`src/rtl/ptpq_pkg.sv`:
```
// shared types, constants and codes for the packet timestamp priority queue
package ptpq_pkg;

  localparam int QUEUE_DEPTH = 64;
  localparam int CNT_W       = $clog2(QUEUE_DEPTH + 1);

  localparam int STAMP_W  = 48;
  localparam int PORT_W   = 16;
  localparam int OCC_W    = 7;
  localparam int STATUS_W = 2;

  // key layout: microsecond bucket, then port, then sub-microsecond remainder
  localparam int BUCKET_W = 39;
  localparam int REM_W    = 10;

  // stamp / 1000 runs as four 12-bit digits, one per cycle
  localparam int DIGIT_W  = 12;
  localparam int DIGITS   = STAMP_W / DIGIT_W;
  localparam int DCNT_W   = $clog2(DIGITS);
  localparam int PART_W   = REM_W + DIGIT_W;
  localparam int NDIV_W   = PART_W - 3;
  localparam int RECIP_W  = 20;
  localparam int PROD_W   = NDIV_W + RECIP_W;
  // (r >> 3) / 125 as a multiply by ceil(2^26 / 125), exact for r < 2^22
  localparam logic [RECIP_W-1:0] RECIP = 20'd536871;
  localparam int RECIP_SHIFT = 26;

  localparam logic OP_PUSH = 1'b0;
  localparam logic OP_POP  = 1'b1;

  localparam logic [STATUS_W-1:0] ST_PUSHED = 2'd0;
  localparam logic [STATUS_W-1:0] ST_POPPED = 2'd1;
  localparam logic [STATUS_W-1:0] ST_EMPTY  = 2'd2;
  localparam logic [STATUS_W-1:0] ST_FULL   = 2'd3;

  typedef struct packed {
    logic               operation;
    logic [STAMP_W-1:0] stamp_ns;
    logic [PORT_W-1:0]  port_number;
  } in_t;

  typedef struct packed {
    logic [STATUS_W-1:0] status;
    logic [STAMP_W-1:0]  out_stamp_ns;
    logic [PORT_W-1:0]   out_port;
    logic [OCC_W-1:0]    occupancy;
  } res_t;

  typedef struct packed {
    logic [BUCKET_W-1:0] bucket;
    logic [PORT_W-1:0]   port;
    logic [REM_W-1:0]    rem;
  } key_t;

  typedef struct packed {
    logic valid;
    key_t key;
  } cell_state_t;

  // broadcast to every cell of the chain
  typedef struct packed {
    logic push;
    logic pop;
    key_t key;
  } cell_cmd_t;

endpackage

```
`src/rtl/ptpq_key_conv.sv`:
```
// splits a nanosecond stamp into microsecond bucket and remainder, one digit a cycle
module ptpq_key_conv (
  input  logic                          clk,
  input  logic                          rst,
  input  logic                          start,
  input  logic [ptpq_pkg::STAMP_W-1:0]  stamp,
  output logic                          done,
  output logic [ptpq_pkg::BUCKET_W-1:0] bucket,
  output logic [ptpq_pkg::REM_W-1:0]    rem
);
  import ptpq_pkg::*;

  logic                     busy;
  logic [DCNT_W-1:0]        cnt;
  logic [STAMP_W-1:0]       work;
  logic [DIGITS*DIGIT_W-1:0] quo;
  logic [REM_W-1:0]         part_rem;

  logic [PART_W-1:0]  part;
  logic [PROD_W-1:0]  prod;
  logic [DIGIT_W-1:0] qdig;
  logic [PART_W-1:0]  qmul;
  logic [PART_W-1:0]  rem_next;

  always_comb begin
    part     = {part_rem, work[STAMP_W-1 -: DIGIT_W]};
    prod     = PROD_W'(part[PART_W-1:3]) * PROD_W'(RECIP);
    qdig     = prod[RECIP_SHIFT +: DIGIT_W];
    // q * 1000 = q * 1024 - q * 16 - q * 8
    qmul     = {qdig, 10'b0} - PART_W'({qdig, 4'b0}) - PART_W'({qdig, 3'b0});
    rem_next = part - qmul;
  end

  always_ff @(posedge clk) begin
    if (rst) begin
      busy <= 1'b0;
      done <= 1'b0;
      cnt  <= '0;
    end else begin
      done <= 1'b0;
      if (start) begin
        busy <= 1'b1;
        cnt  <= '0;
      end else if (busy) begin
        cnt <= cnt + 1'b1;
        if (cnt == DCNT_W'(DIGITS - 1)) begin
          busy <= 1'b0;
          done <= 1'b1;
        end
      end
    end
  end

  always_ff @(posedge clk) begin
    if (start) begin
      work     <= stamp;
      quo      <= '0;
      part_rem <= '0;
    end else if (busy) begin
      work     <= {work[STAMP_W-DIGIT_W-1:0], {DIGIT_W{1'b0}}};
      quo      <= {quo[DIGITS*DIGIT_W-DIGIT_W-1:0], qdig};
      part_rem <= rem_next[REM_W-1:0];
    end
  end

  assign bucket = quo[BUCKET_W-1:0];
  assign rem    = part_rem;

endmodule

```
`config.mk`:
```
export PLATFORM = sky130hd
export DESIGN_NAME = ptpq_key_conv
export DESIGN_NICKNAME = d
export VERILOG_FILES = /design/src/rtl/ptpq_pkg.sv /design/src/rtl/ptpq_key_conv.sv
export SDC_FILE = /design/constraint.sdc
export NUM_CORES = 1
export LEC_CHECK = 0
export ABC_CLOCK_PERIOD_IN_PS = 18000
export BUFFER_PORTS_ARGS = -buffer_cell sky130_fd_sc_hd__buf_4
export CORE_MARGIN = 2
export CORE_UTILIZATION = 56
export CTS_BUF_LIST = sky130_fd_sc_hd__clkbuf_8
export DETAILED_ROUTE_END_ITERATION = 16
export PLACE_DENSITY = 0.82
export SLEW_MARGIN = 10
export SYNTH_ARGS = -nofsm -noshare
export SYNTH_HDL_FRONTEND = slang
export SYNTH_SLANG_ARGS = --single-unit
```
`constraint.sdc`:
```
create_clock -name clk -period 18 [get_ports clk]
set_clock_uncertainty 0.1 [all_clocks]
set_input_delay 4.5 -clock clk [delete_from_list [all_inputs] [get_ports clk]]
set_output_delay 4.5 -clock clk [all_outputs]
set_load 0.02 [all_outputs]
```
After elaboration in Yosys (flattened, before gate mapping). Index checks and enable logic that the tools add are counted.

Word-level logic and storage cells: 22. Memories kept: 0. Bits of input ports: 51. Output and inout bits: 50. Memory bits (read-only): 0. Bits in latches: 0. Memory bits (writable): 0. Bits in registers: 101.

Equality and inequality tests: 1. Magnitude comparators: 0. Add/subtract/negate cells: 4. Shift operators: 0. Bitwise gates (word level): 1. Multiplexer cells: 6. $mul: 1. Reductions and logical operators: 3. Divide/modulo/power cells: 0.

Operators with widths (count): $mux 48 (2); $mul 19x20->38 const B (1); $sub 10x10->10 (2); $sub 1x10->10 const A (1); $mux 1 (4); $reduce_or 3->1 (1); $add 2x1->2 const B (1); $eq 2x2->1 const B (1); $reduce_bool 2->1 (1); $reduce_or 2->1 (1); $not 1->1 (1).

Longest topological paths before layout.
Word-level depth: 4. Depth in mapped cells: 32. Gate-level depth less buffers: 32.

Least setup slack after synthesis. OpenSTA, ideal clock, no wires.

Path type: reg2reg. From: register part_rem[8], in the netlist rem[8]. To: register part_rem[9], in the netlist rem[9]. Buffers on the path: 0. Library setup time: 0.070 ns. Arrival time: 7.011 ns. Required time: 17.830 ns. Period minus slack after synthesis: 7.181 ns. Path slack: 10.819 ns. Cell stages (with the launch flop): 28. Cell sequence: dfxtp_1 -> inv_1 -> ha_1 -> fa_1 -> inv_1 -> fa_1 -> inv_1 -> fa_1 -> fa_1 -> fa_1 -> inv_1 -> ha_1 -> or2_2 -> a21oi_1 -> a21oi_1 -> o2bb2ai_1 -> nor3_1 -> xor2_1 -> fa_1 -> inv_1 -> ha_1 -> a21o_1 -> a21oi_1 -> o21bai_1 -> a21oi_1 -> xnor2_1 -> xnor3_1 -> o21ai_1.

Longest elaborated chain between the ends: 4.

Ends and longest elaborated chain: start: declaration (RTL line ptpq_key_conv.sv:17) `logic [REM_W-1:0] part_rem;`; start signal: assignment (RTL line ptpq_key_conv.sv:62) `part_rem <= rem_next[REM_W-1:0];`; $mul 19x20->38 * (RTL line ptpq_key_conv.sv:27) `prod = PROD_W'(part[PART_W-1:3]) * PROD_W'(RECIP);`; $sub 1x10->10 (RTL line ptpq_key_conv.sv:30) `qmul = {qdig, 10'b0} - PART_W'({qdig, 4'b0}) - PART_W'({qdig, 3'b0});`; $sub 10x10->10 * (RTL line ptpq_key_conv.sv:30); $sub 10x10->10 * (RTL line ptpq_key_conv.sv:31) `rem_next = part - qmul;`.

Mark *: on every way between the ends. The rest lies on a longest branch, timed or not. A chain may end at the register's enable or synchronous reset.

Final worst setup path.
From: register part_rem[7], in the netlist rem[7]. To: register part_rem[9], in the netlist rem[9].

The elaborated chain is that of the path after synthesis.

==> tab_implementation.tex <==
\begin{tabular}{lr}
\hline
Metric & Value \\
\hline
\multicolumn{2}{l}{\textbf{Run status}} \\
Result of the run & completed \\
\multicolumn{2}{l}{\textbf{Floorplan}} \\
I/O pin total & 101 \\
Die area & 17,700 sq um \\
Number of standard-cell rows in the floorplan & 47 \\
Die X & 133 um \\
Starting Density & 0.568 \\
Std-Cell Core Area & 16,400 sq um \\
Die Height & about 130 um \\
\multicolumn{2}{l}{\textbf{Critical path}} \\
Critical-path maximum fanout & 9 \\
Launching element type of the critical path & flop \\
Worst endpoint required time & 18.22 ns \\
Crit Path Category & flop to flop \\
Slowest cell on the critical path & fa\_1 \\
Kind of end point of the critical path & flop \\
Cell type group with the largest total delay on the critical path & adder cells \\
Crit-path max cell delay & between 0.5 and 0.6 ns \\
Data arrival time of the critical path & 7.75 ns \\
Worst path buffer plus inverter count & 7 \\
\multicolumn{2}{l}{\textbf{Global route}} \\
Vias in the first global route & 6,495 \\
Remaining global-route overflow & 0 \\
Initial antenna violation count & 0 \\
Global Route Usage Sum & 0.229 \\
Largest net degree at the start of global routing & 74 \\
Wire length of the first global-routing pass & between 30 and 40 mm \\
\multicolumn{2}{l}{\textbf{STA}} \\
Share of the clock period used by the worst path after layout & 0.419 \\
Worst Tran Pin Value & 1.04 ns \\
Unrepaired setup endpoints after global routing & no \\
Max-slew violation total from the final report & 0 \\
Slew Limit Headroom & 0.309 \\
Final setup TNS & 0 ns \\
Final setup violation count & 0 \\
Final worst path period need & roughly 7.5 ns \\
Top achievable clock speed & 133 MHz \\
Number of hold-slack violations in the final timing report & 0 \\
\multicolumn{2}{l}{\textbf{Placed design}} \\
HPWL after DPL & 15.3 mm \\
\# port buffers & 100 \\
Final weighted congestion in routability-driven placement & 0.907 \\
\multicolumn{2}{l}{\textbf{Synthesis}} \\
Adder-Cell Fraction of Synth Area & 0.413 \\
Mapped Avg Cell Area & around 11 sq um \\
Unique cell type count in the Yosys netlist & 53 \\
Post-synthesis cell area & 9320 sq um \\
Register bit count reported by yosys & 101 \\
Fraction of post-synthesis cell area in the top cell type by area & 0.228 \\
Net count of the mapped netlist & approximately 1.2k \\
Top area cells in the synthesized netlist & ha\_1, fa\_1, edfxtp\_1 \\
Largest family of logic cells by synthesized area & adder cells \\
Share of synthesized area spent on multiplexers & 0.0865 \\
Proportion of register bits with asynchronous set or reset after synthesis & 0 \\
Synth Flop Type & dfxtp\_1 \\
Sequential element share of the synthesized area & 0.269 \\
Instance count of the mapped netlist & between 800 and 900 \\
Synthesized-area fraction occupied by ao, oa, aoi and oai cells & 0.0579 \\
EDFF count, synth & 48 \\
Xor/xnor share of the synthesized area & 0.0173 \\
Largest area contributor in the synthesized netlist & ha\_1 \\
Area fraction in and, or, nand and nor cells after synthesis & 0.0655 \\
Number of warnings issued by yosys & 0 \\
\multicolumn{2}{l}{\textbf{Detailed routing}} \\
Count of nets left with antenna violations after detail routing & 0 \\
Via-to-Cell Ratio & 5.23 \\
Wire length after detailed routing & 19.2 mm \\
Length of the first detailed-routing pass in iterations & 4 \\
Initial DRC count & 334 \\
Post-route DRC & 0 \\
Total vias in the final route & 6,235 \\
DR WL/cell & 16.1 um \\
\multicolumn{2}{l}{\textbf{Finish}} \\
Ant diodes & 0 \\
Ratio of cells with drive above 1 in the final layout & 0.172 \\
Area used by sequential logic in the layout & 2500 sq um \\
Fill cell instance count of the final layout & 1,310 \\
Area of combinational cells with multiple inputs & 5970 sq um \\
Area overhead of the layout relative to synthesis & 12.4\% \\
Nets & $\sim$1.3k \\
\multicolumn{2}{l}{\textbf{Clock tree}} \\
Root Buffer & clkbuf\_8 \\
Hold-fix buffers, CTS & 0 \\
Clock edge transition at the registers on the reported setup and hold paths & about 0.11 ns \\
Insertion delay of the later-clocked pin in the worst-skew pair & 0.38 ns \\
Maximum level of the CTS H-tree & 3 \\
TritonCTS sink count & 101 \\
Largest buffer count on any clock path & 2 \\
Post-cts repair resize count & 0 \\
Number of buffers created by CTS & 9 \\
Post-CTS Repair Setup Buffers & 0 \\
CTS tree & built \\
\multicolumn{2}{l}{\textbf{Min path}} \\
Type of the worst min-delay path & flop to flop \\
\multicolumn{2}{l}{\textbf{Flow run}} \\
Max-cap violation count & 0 \\
\hline
\end{tabular}
-- per-stage QoR --
step           cell area [sq um]  setup slack, ns  utilization  cells  hold WS [ns]
3_5_place_dp               10300            10.50        0.627   1176         0.377
3_3_place_gp               10300            10.63        0.627   1176         0.367
5_1_grt                    10500             9.93        0.638   1192         0.434
6_report                   10500            10.46        0.638   1192         0.396
2_1_floorplan               9320            10.82            -    871         0.357
4_1_cts                    10500            10.45        0.638   1192         0.395
-- final cells by class --
cell class | count | share of cell area
clock inverter | 7 | 0.00478
sequential | 101 | 0.239
clock buffer | 9 | 0.0118
inverter | 209 | 0.0749
tap | 220 | 0.0263
timing repair buffer | 102 | 0.0731
multi-input combinational | 544 | 0.570
-- flip-flops by register name (all words and copies together), names as in the netlist --
name and count:
done 1, busy 1, quo 39, cnt 2
work 48, rem 10
-- synth_stat cells, types with 7 or more instances --
library cell  number
clkbuf_1          13
nor3_1             9
nor2_1            47
inv_1            209
ha_1             170
a21o_1             7
a21oi_1           21
and2_1            13
dfxtp_1           53
xnor2_1            8
nand3_1           10
edfxtp_1          48
mux2_2            36
mux2i_1           40
o21ai_0           16
nand2_1           12
fa_1              86
-- path summary, 6_finish.rpt --
path                                     startpoint                  end  slack (ns)  cells past startpoint
worst max-delay path            rem[7]$_SDFFE_PP0P_  rem[9]$_SDFFE_PP0P_       10.46                     29
worst min-delay path             work[37]$_DFFE_PP_  rem[1]$_SDFFE_PP0P_        0.40                      2
worst max register to register  rem[7]$_SDFFE_PP0P_  rem[9]$_SDFFE_PP0P_       10.46                     29
worst min register to register   work[37]$_DFFE_PP_  rem[1]$_SDFFE_PP0P_        0.40                      2
-- per-layer routing --
layer | part of all wire | global-route usage | routed length [um]
met5 | 0 | 0 | 0
met3 | 0.053 | 0.0406 | 1010
met4 | 0.030 | 0.0795 | 580
met1 | 0.43 | 0.293 | 8160
met2 | 0.49 | 0.392 | 9390
-- placed cells by master, fill, tap and decap left out, types with 6 or more instances in the layout --
cell	instances
a21oi_1	21
ha_1	170
and2_1	13
o21ai_0	16
mux2i_1	40
clkbuf_8	9
nor3_1	9
a21o_1	7
mux2_2	36
nor2_1	47
nand2_1	12
dfxtp_1	52
edfxtp_1	48
inv_1	209
nand2b_1	6
fa_1	86
nand3_1	10
xor2_1	6
buf_4	102
xnor2_1	8
-- worst register-to-register path: cells and delay by family (launching register included) --
kind,cells,cell delay (ns)
adder cells (fa/ha/maj),9,4.03
XOR/XNOR,3,0.77
AND/OR/NAND/NOR,2,0.43
AO/OA/AOI/OAI,8,1.29
flip-flops,1,0.44
buffers and inverters,7,0.40
-- kinds of logic (layout without fill, tap and decap cells) --
family / after synthesis / after routing
buffers and inverters: 226 / 327
AND/OR/NAND/NOR: 121 / 121
flip-flops: 101 / 101
multiplexers: 76 / 76
adder cells (fa/ha/maj): 256 / 256
XOR/XNOR: 16 / 16
AO/OA/AOI/OAI: 75 / 75
Power is not shown: default switching activity piles up to over one toggle a cycle in this logic, so the estimate is an artifact.
