--- src/rtl/ptpq_pkg.sv ---
// shared types, constants and codes for the packet timestamp priority queue
package ptpq_pkg;

  localparam int QUEUE_DEPTH = 64;
  localparam int CNT_W       = $clog2(QUEUE_DEPTH + 1);

  localparam int STAMP_W  = 48;
  localparam int PORT_W   = 16;
  localparam int OCC_W    = 7;
  localparam int STATUS_W = 2;

  // key layout: microsecond bucket, then port, then sub-microsecond remainder
  localparam int BUCKET_W = 39;
  localparam int REM_W    = 10;

  // stamp / 1000 runs as four 12-bit digits, one per cycle
  localparam int DIGIT_W  = 12;
  localparam int DIGITS   = STAMP_W / DIGIT_W;
  localparam int DCNT_W   = $clog2(DIGITS);
  localparam int PART_W   = REM_W + DIGIT_W;
  localparam int NDIV_W   = PART_W - 3;
  localparam int RECIP_W  = 20;
  localparam int PROD_W   = NDIV_W + RECIP_W;
  // (r >> 3) / 125 as a multiply by ceil(2^26 / 125), exact for r < 2^22
  localparam logic [RECIP_W-1:0] RECIP = 20'd536871;
  localparam int RECIP_SHIFT = 26;

  localparam logic OP_PUSH = 1'b0;
  localparam logic OP_POP  = 1'b1;

  localparam logic [STATUS_W-1:0] ST_PUSHED = 2'd0;
  localparam logic [STATUS_W-1:0] ST_POPPED = 2'd1;
  localparam logic [STATUS_W-1:0] ST_EMPTY  = 2'd2;
  localparam logic [STATUS_W-1:0] ST_FULL   = 2'd3;

  typedef struct packed {
    logic               operation;
    logic [STAMP_W-1:0] stamp_ns;
    logic [PORT_W-1:0]  port_number;
  } in_t;

  typedef struct packed {
    logic [STATUS_W-1:0] status;
    logic [STAMP_W-1:0]  out_stamp_ns;
    logic [PORT_W-1:0]   out_port;
    logic [OCC_W-1:0]    occupancy;
  } res_t;

  typedef struct packed {
    logic [BUCKET_W-1:0] bucket;
    logic [PORT_W-1:0]   port;
    logic [REM_W-1:0]    rem;
  } key_t;

  typedef struct packed {
    logic valid;
    key_t key;
  } cell_state_t;

  // broadcast to every cell of the chain
  typedef struct packed {
    logic push;
    logic pop;
    key_t key;
  } cell_cmd_t;

endpackage

--- src/rtl/ptpq_cell.sv ---
// one slot of the sorted chain: keeps a key, shifts right on insert, left on pop
module ptpq_cell (
  input  logic                   clk,
  input  logic                   rst,
  input  ptpq_pkg::cell_cmd_t    cmd,
  input  ptpq_pkg::cell_state_t  left,
  input  logic                   left_ins,
  input  ptpq_pkg::cell_state_t  right,
  output ptpq_pkg::cell_state_t  state,
  output logic                   ins
);
  import ptpq_pkg::*;

  // the new key lands here or further left when this slot is empty or larger
  assign ins = !state.valid || (cmd.key < state.key);

  always_ff @(posedge clk) begin
    if (rst) begin
      state.valid <= 1'b0;
    end else begin
      // push and pop never come together; most cycles neither is set
      if (cmd.push && ins) begin
        if (left_ins) begin
          state <= left;
        end else begin
          state.valid <= 1'b1;
          state.key   <= cmd.key;
        end
      end else if (cmd.pop) begin
        state <= right;
      end
    end
  end

endmodule

--- config.mk ---
export PLATFORM = sky130hd
export DESIGN_NAME = ptpq_cell
export DESIGN_NICKNAME = d
export VERILOG_FILES = /design/src/rtl/ptpq_pkg.sv /design/src/rtl/ptpq_cell.sv
export SDC_FILE = /design/constraint.sdc
export NUM_CORES = 1
export LEC_CHECK = 0
export CAP_MARGIN = 40
export CORE_AREA = 2 2 104 106
export CTS_CLUSTER_SIZE = 40
export DETAILED_ROUTE_END_ITERATION = 10
export DIE_AREA = 0 0 106 108
export DONT_BUFFER_PORTS = 1
export HOLD_SLACK_MARGIN = 0.12
export PLACE_DENSITY_LB_ADDON = 0.2
export SLEW_MARGIN = 15
export SYNTH_ARGS = -nofsm -noshare
export SYNTH_HDL_FRONTEND = slang
export SYNTH_SLANG_ARGS = --single-unit
--- constraint.sdc ---
create_clock -name clk -period 7.91 [get_ports clk]
set_input_delay 1.582 -clock clk [delete_from_list [all_inputs] [get_ports clk]]
set_output_delay 1.582 -clock clk [all_outputs]
set_load 0.02 [all_outputs]
# Word-level counts from Yosys, hierarchy flattened
# Cells that the tools add are included.
# op_classes
order_cmp,1
n_mux,3
bitwise,1
n_reduce_logical,5
# op_table
operator,n
2-to-1 mux 66 bit,3
< comparator 65 bit,1
AND reduction 2 bit,1
nonzero test 2 bit,1
logical AND 1 bit,1
logical NOT 1 bit,1
logical OR 1 bit,1
inverter 1 bit,1
# totals
register_bits,66
in_bits,202
output_inout_bits,67
elab_cells,14

# Longest topological paths before layout
# Gate-level depths: netlist of run 1.
# depth
word_depth,5
mapped_depth,11
mapped_depth_nobuf,9

# Worst setup path after synthesis of run 1
# Ideal clock, no wire load.
# synth_path
path_kind,input -> register
start,in cmd[47] (netlist name)
end,reg state[0] (netlist name) (enable)
setup_time_ns,0.490
arrival_time_ns,6.260
required_ns,7.420
slack_ns,1.160
stages,10
n_path_buf,2
cell_sequence,ha_1 nand4_1 nor3_1 a221o_1 o31a_1 o41ai_2 buf_4 buf_4 nor2_1 nor2_1
# synth_between
elab_chain_len,5
# synth_lines
item,line_no,rtl
"start, declared",ptpq_cell.sv:5,"input ptpq_pkg::cell_cmd_t cmd,"
< comparator 65 bit,ptpq_cell.sv:15,assign ins = !state.valid || (cmd.key < state.key);
logical OR 1 bit,ptpq_cell.sv:15,
logical AND 1 bit,ptpq_cell.sv:22,if (cmd.push && ins) begin
nonzero test 2 bit (no line),-,
AND reduction 2 bit (no line),-,
"end signal, assigned",ptpq_cell.sv:24,state <= left;
"end signal, assigned",ptpq_cell.sv:30,state <= right;
"end, declared",ptpq_cell.sv:9,"output ptpq_pkg::cell_state_t state,"
# Every way passes these cells.
# A chain may end at the register's enable or synchronous reset.

# Worst setup path in the final report of run 1
# layout_path
start,in cmd[47] (netlist name)
end,out ins
# layout_between
elab_chain_len,2
# layout_lines
item,line_no,rtl
< comparator 65 bit,ptpq_cell.sv:15,
logical OR 1 bit,ptpq_cell.sv:15,
"end, declared",ptpq_cell.sv:10,output logic ins
# Every way passes these cells.

==> results.md, run 1 <==
* Crit share post-route at between 70 and 80%
* Clk sinks at 66
* GP Congestion at 0.819
* Gr ovfl total at 0
* Final core utilization at approximately 52%
* Worst EP required at 6330 ps
* Fraction of registers with async set/reset at 0%
* Status: complete, no violations
* # setup viols final at 0
* CP startpoint kind: input port
* Seq cells post-synth at 66
* Vias in the first global route at ~3,700
* Max Root-Sink Buffers at 2
* I/O Buffers at 0
* H-tree depth at 3
* Routed Antenna Nets at 0
* Crit Path Max Fanout at 4
* Top flop regs: state x66
* First-pass GRT wire length at 18.3 mm
* Top cells by count, synth: 88 x a21oi_1, 73 x nor2_1, 68 x inv_1
* Largest area contributor in the netlist: edfxtp_1
* EDFF count, synth at 65
* CP cell instances: ha_1, nand4_1, nor4_1, nand2_1, o32ai_2, nor2_1, a21boi_0, inv_1
* Drt pass-1 iters at 4
* Synth unique cells at 35
* Antenna violations before repair at 0
* Largest Register: state
* TNS Setup at 0 ps
* Max reg flops at 66
* Final WL at about 12 mm
* Total leakage power at about 2.4 nW
* Global Route Usage Sum at between 20% and 30%
* Max incr delay on CP at 650 ps
* Die extent in y at roughly 110 um
* Worst Hold Class: reg -> reg
* Slowest CP cell: nor4_1
* Pwr/cell area at ~190 nW/um2
* N_diodes at 0
* # DRC at 0
* Met2 GRT Util at approximately two fifths
* Post-Layout Inst Area at ~5300 um2
* Vias/cell at 5.76
* Most used routing layer: met2
* Root buf cell: clkbuf_8
* Max_cap viols at 0
* Final-report hold violation count at 0
* Initial drt markers at roughly 160
* Reg power frac at 52.5%
* Clock Power Share at 24.5%
* Fraction of layout cells with a size suffix above 1 at 4.01%
* Net Switching at ~0.34 mW
* Initial core utilization at about half
* WL per Instance at between 15 and 20 um
* GR Util met3 at 6.81%
* Post-CTS sizing at 0
* Most numerous cell in the Yosys netlist: a21oi_1
* Critical path's top delay family: simple AND/OR/NAND/NOR gates
* M1 GR Usage at a little under a quarter
* CP Data Arrival Time at 4000 ps
* Pin count of the biggest net entering global routing at 69
* Placed cell area at around 5100 um2
* Slew margin rel. at a little under half
* Slew @ Worst Pin at 811 ps
* Main flop type after synthesis: edfxtp_1
* Io pins at about 270
* Clk Latency, worst-skew pair at around 350 ps
* Post-synth top area share at between 30% and 40%
* Max rail drop VDD at 106 uV
* Final Hold Slack at 809 ps
* Synthesis-to-layout area growth at 5.26%
* Switch share at about 34%
* Core area at ~10,000 um2
* Final #Nets at 785
* Rows at 37
* Kind of end point of the critical path: primary output
* Dominant cells by area after synthesis: edfxtp_1 39%, ha_1 16%, mux2i_1 13%, a21oi_1 8.8%, nor2_1 5.5%
* CTS buffer count at 9
* Max-slew violations at 0
* Seq/Total Area, Yosys at between 30% and 40%
* Minimum clock period at 5580 ps
* Reg clk slew, reported paths at approximately 70 ps
* Comb pwr share at between 20% and 30%
* Syn_area_per_cell at between 9 and 10 um2
* Synth Cell Area at around 5000 um2
* Setup Skew at between 10 and 15 ps
* Mapped Cells at between 500 and 600
* Vias post-DR at between 3,000 and 4,000
* Warnings, synthesis at 0
* Chip width at approximately 110 um
* Die Area at approximately 11,000 um2
* Fmax at about 180 MHz
* Internal power at 0.649 mW
* Cts hold-fix bufs at 0
* CTS tree: done
* Critical path type: in -> out
* Postcts setup bufs at 0
* HPWL Detailed at ~10 mm
* Synthesized Nets at 793
* Fill cells at 969
* RSZ-0062 raised after global routing: no
* Buf/Inv on CP at 1
-- power groups by stage --
stage	Sequential, mW	Clock, mW	Combinational, mW
4_1_cts	0.518	0.247	0.231
5_1_grt	0.521	0.264	0.266
2_1_floorplan	0.516	0	0.194
3_5_place_dp	0.526	0	0.229
3_3_place_gp	0.525	0	0.221
6_report	0.518	0.241	0.228
-- through the flow --
stage / power (mW) / std cells / setup WS (ps)
2_1_floorplan: 0.710 / 527 / 1160
3_3_place_gp: 0.746 / 644 / 2420
3_5_place_dp: 0.755 / 644 / 2300
4_1_cts: 0.996 / 660 / 2370
5_1_grt: 1.05 / 660 / 2160
6_report: 0.987 / 660 / 2330
-- worst reg2reg max path: stages (launching register included) --
cell,delay (ps)
edfxtp_1,480
inv_1,100
ha_1,290
nand4_1,180
nor2_1,80
a221oi_1,570
nand3_1,240
o41ai_4,240
buf_4,550
nor2_1,150
nor2_4,650
buf_4,560
-- layer usage --
layer  part of all wire [%]  vias to the layer above
met5                      0                        -
met3                    8.6                       15
li1                       -                     1878
met2                     50                      194
met4                    1.7                        0
met1                     39                     1713
-- cells in the final DEF, fill, tap and decap left out, types with 2 or more instances in the layout --
cell type   instances
ha_1               64
nand4_1            11
inv_1              68
nand3_1            10
edfxtp_1           65
nor3_1              3
nor2_1             72
clkinv_2            3
a211oi_1            3
clkinvlp_4          2
nand2b_1            2
mux2i_1            66
a21oi_1            88
nand2_1            17
buf_4               3
clkbuf_8            9
a221oi_1            4
a21o_1              2
and4_1              4
o21ai_0             9
-- cell type report --
class | instances | area [um2] | area share [%]
multi-input cells | 371 | 2700 | 51.1
flip-flops and latches | 66 | 1970 | 37.4
inverters | 68 | 255 | 4.84
well taps | 136 | 170 | 3.22
clock buffers | 10 | 128 | 2.42
clock inverters | 6 | 33.8 | 0.640
repair buffers | 3 | 22.5 | 0.427
-- worst paths after layout --
kind                            depth (start not counted)  slack, ps       from   endpoint
worst min-delay path                                    2        810  state[65]  state[65]
worst max-delay path                                    8       2330    cmd[47]        ins
worst min register to register                          2        810  state[65]  state[65]
worst max register to register                         11       3430  state[64]  state[10]
-- logic make-up (layout without fill, tap and decap cells) --
kind of cell / Yosys count / in the layout / synth area share (%)
DFF: 66 / 66 / 39.3
buffers and inverters: 90 / 87 / 7.26
and+or+nand+nor: 124 / 124 / 11.1
muxes: 66 / 66 / 13.2
adders and majority gates: 64 / 64 / 16.0
AOI/OAI and AO/OA: 117 / 117 / 13.2
Power figures use the tool's default switching activity.
==> run 2, diff against run 1 <==
Settings changed: ABC_AREA from default to 1, CORE_AREA 2 2 104 106 to default, CORE_ASPECT_RATIO from default to 1.1, CORE_UTILIZATION from default to 50, DIE_AREA 0 0 106 108 to default.
Clock period 7.91 ns to 4.7 ns, I/O delays scaled along.
==> results.md, run 2 <==
* Status: complete, no violations (unchanged)
* Warnings, synthesis at 0 (unchanged)
* Chip width at 103 um (was 106 um)
* Seq cells post-synth at 66 (unchanged)
* Hold endpoint: state[65] (unchanged)
* Cts hold-fix bufs at 0 (unchanged)
* Max Root-Sink Buffers at 2 (unchanged)
* CTS buffer count at 9 (unchanged)
* Largest Register: state (unchanged)
* Clock Power Share at 33.6% (was 24.5%)
* Global Route Usage Sum at 24.9% (was 20.9%)
* Mapped Cells at 664 (was 527)
* EDFF count, synth at 65 (unchanged)
* Commonest cells after routing, fill and taps aside: 210 x nand2_1, 86 x inv_1, 65 x edfxtp_1 (was 88 x a21oi_1, 72 x nor2_1, 68 x inv_1)
* Reg clk slew, reported paths at 50 ps (was 70 ps)
* First-pass GRT wire length at 21.7 mm (was 18.3 mm)
* Clk Latency, worst-skew pair at 320 ps (was 350 ps)
* # setup viols final at 0 (unchanged)
* Commonest non-fill, non-tap cell in the layout: nand2_1 (was a21oi_1)
* Crit share post-route at 72.8%
* Pin count of the biggest net entering global routing at 66 (was 69)
* Max rail drop VDD at 156 uV (was 106 uV)
* CP cell instances: ha_1, nand4_1, nor2_1, nand2_1, nor2_1, nand2_1, nand3_1, nor2_1, nand2_1, nand2_2, nand2_4, clkinv_2, buf_4, o211ai_1, nand2_1 (was ha_1, nand4_1, nor4_1, nand2_1, o32ai_2, nor2_1, a21boi_0, inv_1)
* WL per Instance at 18.1 um (was 18.6 um)
* Antenna violations before repair at 3 (was 0)
* Reg2reg path depth at 16 (was 11)
* Worst EP required at 4770 ps (was 6330 ps)
* Vias/cell at 5.60 (was 5.76)
* Max reg flops at 66 (unchanged)
* Fraction of registers with async set/reset at 0% (unchanged)
* Top flop regs: state x66 (unchanged)
* Max_cap viols at 0 (unchanged)
* RSZ-0062 raised after global routing: no (unchanged)
* Postcts setup bufs at 0 (unchanged)
* R2r setup slk at 1300 ps (was 3430 ps)
* Post-Place Cells at 789 (was 644)
* Worst Hold Class: reg -> reg (unchanged)
* Kind of end point of the critical path: register (was primary output)
* Fmax at roughly 290 MHz
* Total leakage power at 2.85 nW (was 2.40 nW)
* Die Area at 11,600 um2 (was 11,400 um2)
* GP Congestion at 0.814 (was 0.819)
* Drt pass-1 iters at 4 (unchanged)
* Vias post-DR at 4,524 (was 3,800)
* Final #Nets at 919 (was 785)
* CTS tree: done (unchanged)
* Seq/Total Area, Yosys at 35.2% (was 39.3%)
* CP startpoint kind: input port (unchanged)
* Slew @ Worst Pin at 700 ps (was 811 ps)
* Comb pwr share at 20.4% (was 23.1%)
* Switch share at 30.9% (was 34.3%)
* TNS Setup at 0 ps (unchanged)
* Core area at 10,900 um2 (was 10,200 um2)
* Main flop type after synthesis: edfxtp_1 (unchanged)
* Critical path type: in -> reg (was in -> out)
* Hold depth at 2 (unchanged)
* Max-slew violations at 0 (unchanged)
* Top cell by count, worst path: nand2_1
* FF-to-FF Start: state[64] (unchanged)
* Synth Cell Area at 5590 um2 (was 5010 um2)
* CP Data Arrival Time at 3490 ps (was 4000 ps)
* Final WL at 14.6 mm (was 12.3 mm)
* Root buf cell: clkbuf_16 (was clkbuf_8)
* Max incr delay on CP at 360 ps (was 650 ps)
* Initial drt markers at 166 (was 156)
* Setup Skew at 6.29 ps (was 12.6 ps)
* Post-synth top area share at 34.9% (was 38.9%)
* H-tree depth at 3 (unchanged)
* Dominant cells by area after synthesis: edfxtp_1 35%, ha_1 14%, nand2_1 14%, o211ai_2 11%, or2_2 7.2% (was edfxtp_1 39%, ha_1 16%, mux2i_1 13%, a21oi_1 8.8%, nor2_1 5.5%)
* Worst r2r dst: state[2] (was state[10])
* Reg power frac at 46.0% (was 52.5%)
* Io pins at 269 (unchanged)
* Synthesis-to-layout area growth at 5.99% (was 5.26%)
* Top cells by count, synth: 210 x nand2_1, 87 x inv_1, 65 x edfxtp_1 (was 88 x a21oi_1, 73 x nor2_1, 68 x inv_1)
* Fraction of layout cells with a size suffix above 1 at 20.7% (was 4.01%)
* Slowest CP cell: nand2_4 (was nor4_1)
* Net Switching at 0.543 mW (was 0.338 mW)
* Final non-filler cell total at 808 (was 660)
* Minimum clock period at about 3400 ps
* Final-report hold violation count at 0 (unchanged)
* Syn_area_per_cell at 8.42 um2 (was 9.52 um2)
* Pwr/cell area at 296 nW/um2 (was 187 nW/um2)
* Synthesized Nets at 930 (was 793)
* Initial core utilization at 51.3% (was 49.0%)
* Crit Path Max Fanout at 44 (was 4)
* Clk sinks at 66 (unchanged)
* # DRC at 0 (unchanged)
* Synth unique cells at 26 (was 35)
* Largest area contributor in the netlist: edfxtp_1 (unchanged)
* HPWL Detailed at 11.4 mm (was 9.97 mm)
* Die extent in y at 113 um (was 108 um)
* Internal power at 1.21 mW (was 0.649 mW)
* Routed Antenna Nets at 0 (unchanged)
* Post-CTS sizing at 0 (unchanged)
* Vias in the first global route at 4,392 (was 3,712)
* Rows at 40 (was 37)
* HP Start: state[65] (unchanged)
* Most numerous cell in the Yosys netlist: nand2_1 (was a21oi_1)
* Slew margin rel. at 53.4% (was 45.8%)
* Gr ovfl total at 0 (unchanged)
* I/O Buffers at 0 (unchanged)
-- run 2: cell types whose count changed in the layout (fill, tap and decap cells not counted), sizes merged, moves of 7 or more --
cell    change
nand2     +195
mux2i      -66
o211ai     +65
or2        +64
a21oi      -60
nor2       -49
inv        +19
o21ai       -7
-- run 2: layer usage --
| metal | share of wire [%] | global-route usage, % | vias to the layer above |
|---|---|---|---|
| met5 | 0 | 0 | - |
| li1 | - | - | 2193 |
| met3 | 7.4 | 5.99 | 33 |
| met1 | 38 | 26.0 | 2118 |
| met2 | 52 | 45.4 | 180 |
| met4 | 3.3 | 12.5 | 0 |
-- run 2: area by class of cell --
cell class	count	area (um2)
Timing Repair Buffer	6	45.0
Inverter	89	335
Fill cell	1045	4980
Sequential cell	66	1970
Clock buffer	11	233
Multi-Input combinational cell	481	3130
Tap cell	147	184
Clock inverter	5	21.3
Antenna cell	3	7.51
-- run 2: through the flow --
stage | power (mW) | setup slack (ps) | cell area [um2] | utilization, % | hold WS [ps]
after floorplan | 1.11 | 130 | 5600 | - | 575
after global placement | 1.16 | 973 | 5670 | 51.9 | 618
after detailed placement | 1.18 | 912 | 5670 | 51.9 | 637
after CTS | 1.77 | 1250 | 5920 | 54.3 | 644
after global routing | 1.85 | 1020 | 5930 | 54.3 | 663
final | 1.76 | 1280 | 5930 | 54.3 | 636
-- run 2: how the worst max path moves through the flow --
stage | from | to | slack, ps
global placement | cmd[64] | state[40] | 970
global route | state[64] | state[10] | 1020
floorplan | cmd[8] | state[0] | 130
detailed placement | cmd[64] | state[11] | 910
CTS | cmd[64] | state[11] | 1250
finish | cmd[64] | state[2] | 1280
-- run 2: logic make-up after synthesis --
group	count (synthesis)	share of synthesized area, %
AND/OR/NAND/NOR	315	24.7
buffers and inverters	117	8.97
AO/OA/AOI/OAI	102	16.8
flip-flops	66	35.2
adder cells (fa/ha/maj)	64	14.3
-- run 2: power groups by stage --
stage | registers [mW] | clock network [mW] | logic [mW]
2_1_floorplan | 0.808 | 0 | 0.304
3_3_place_gp | 0.820 | 0 | 0.344
3_5_place_dp | 0.821 | 0 | 0.361
4_1_cts | 0.808 | 0.602 | 0.363
5_1_grt | 0.814 | 0.624 | 0.411
6_report | 0.808 | 0.589 | 0.358
-- run 2: critical path, delay by kind of cell --
kind                       cells  cell delay (ps)
and+or+nand+nor               11             1570
buffers and inverters          2              410
adders and majority gates      1              300
AOI/OAI and AO/OA              1              180
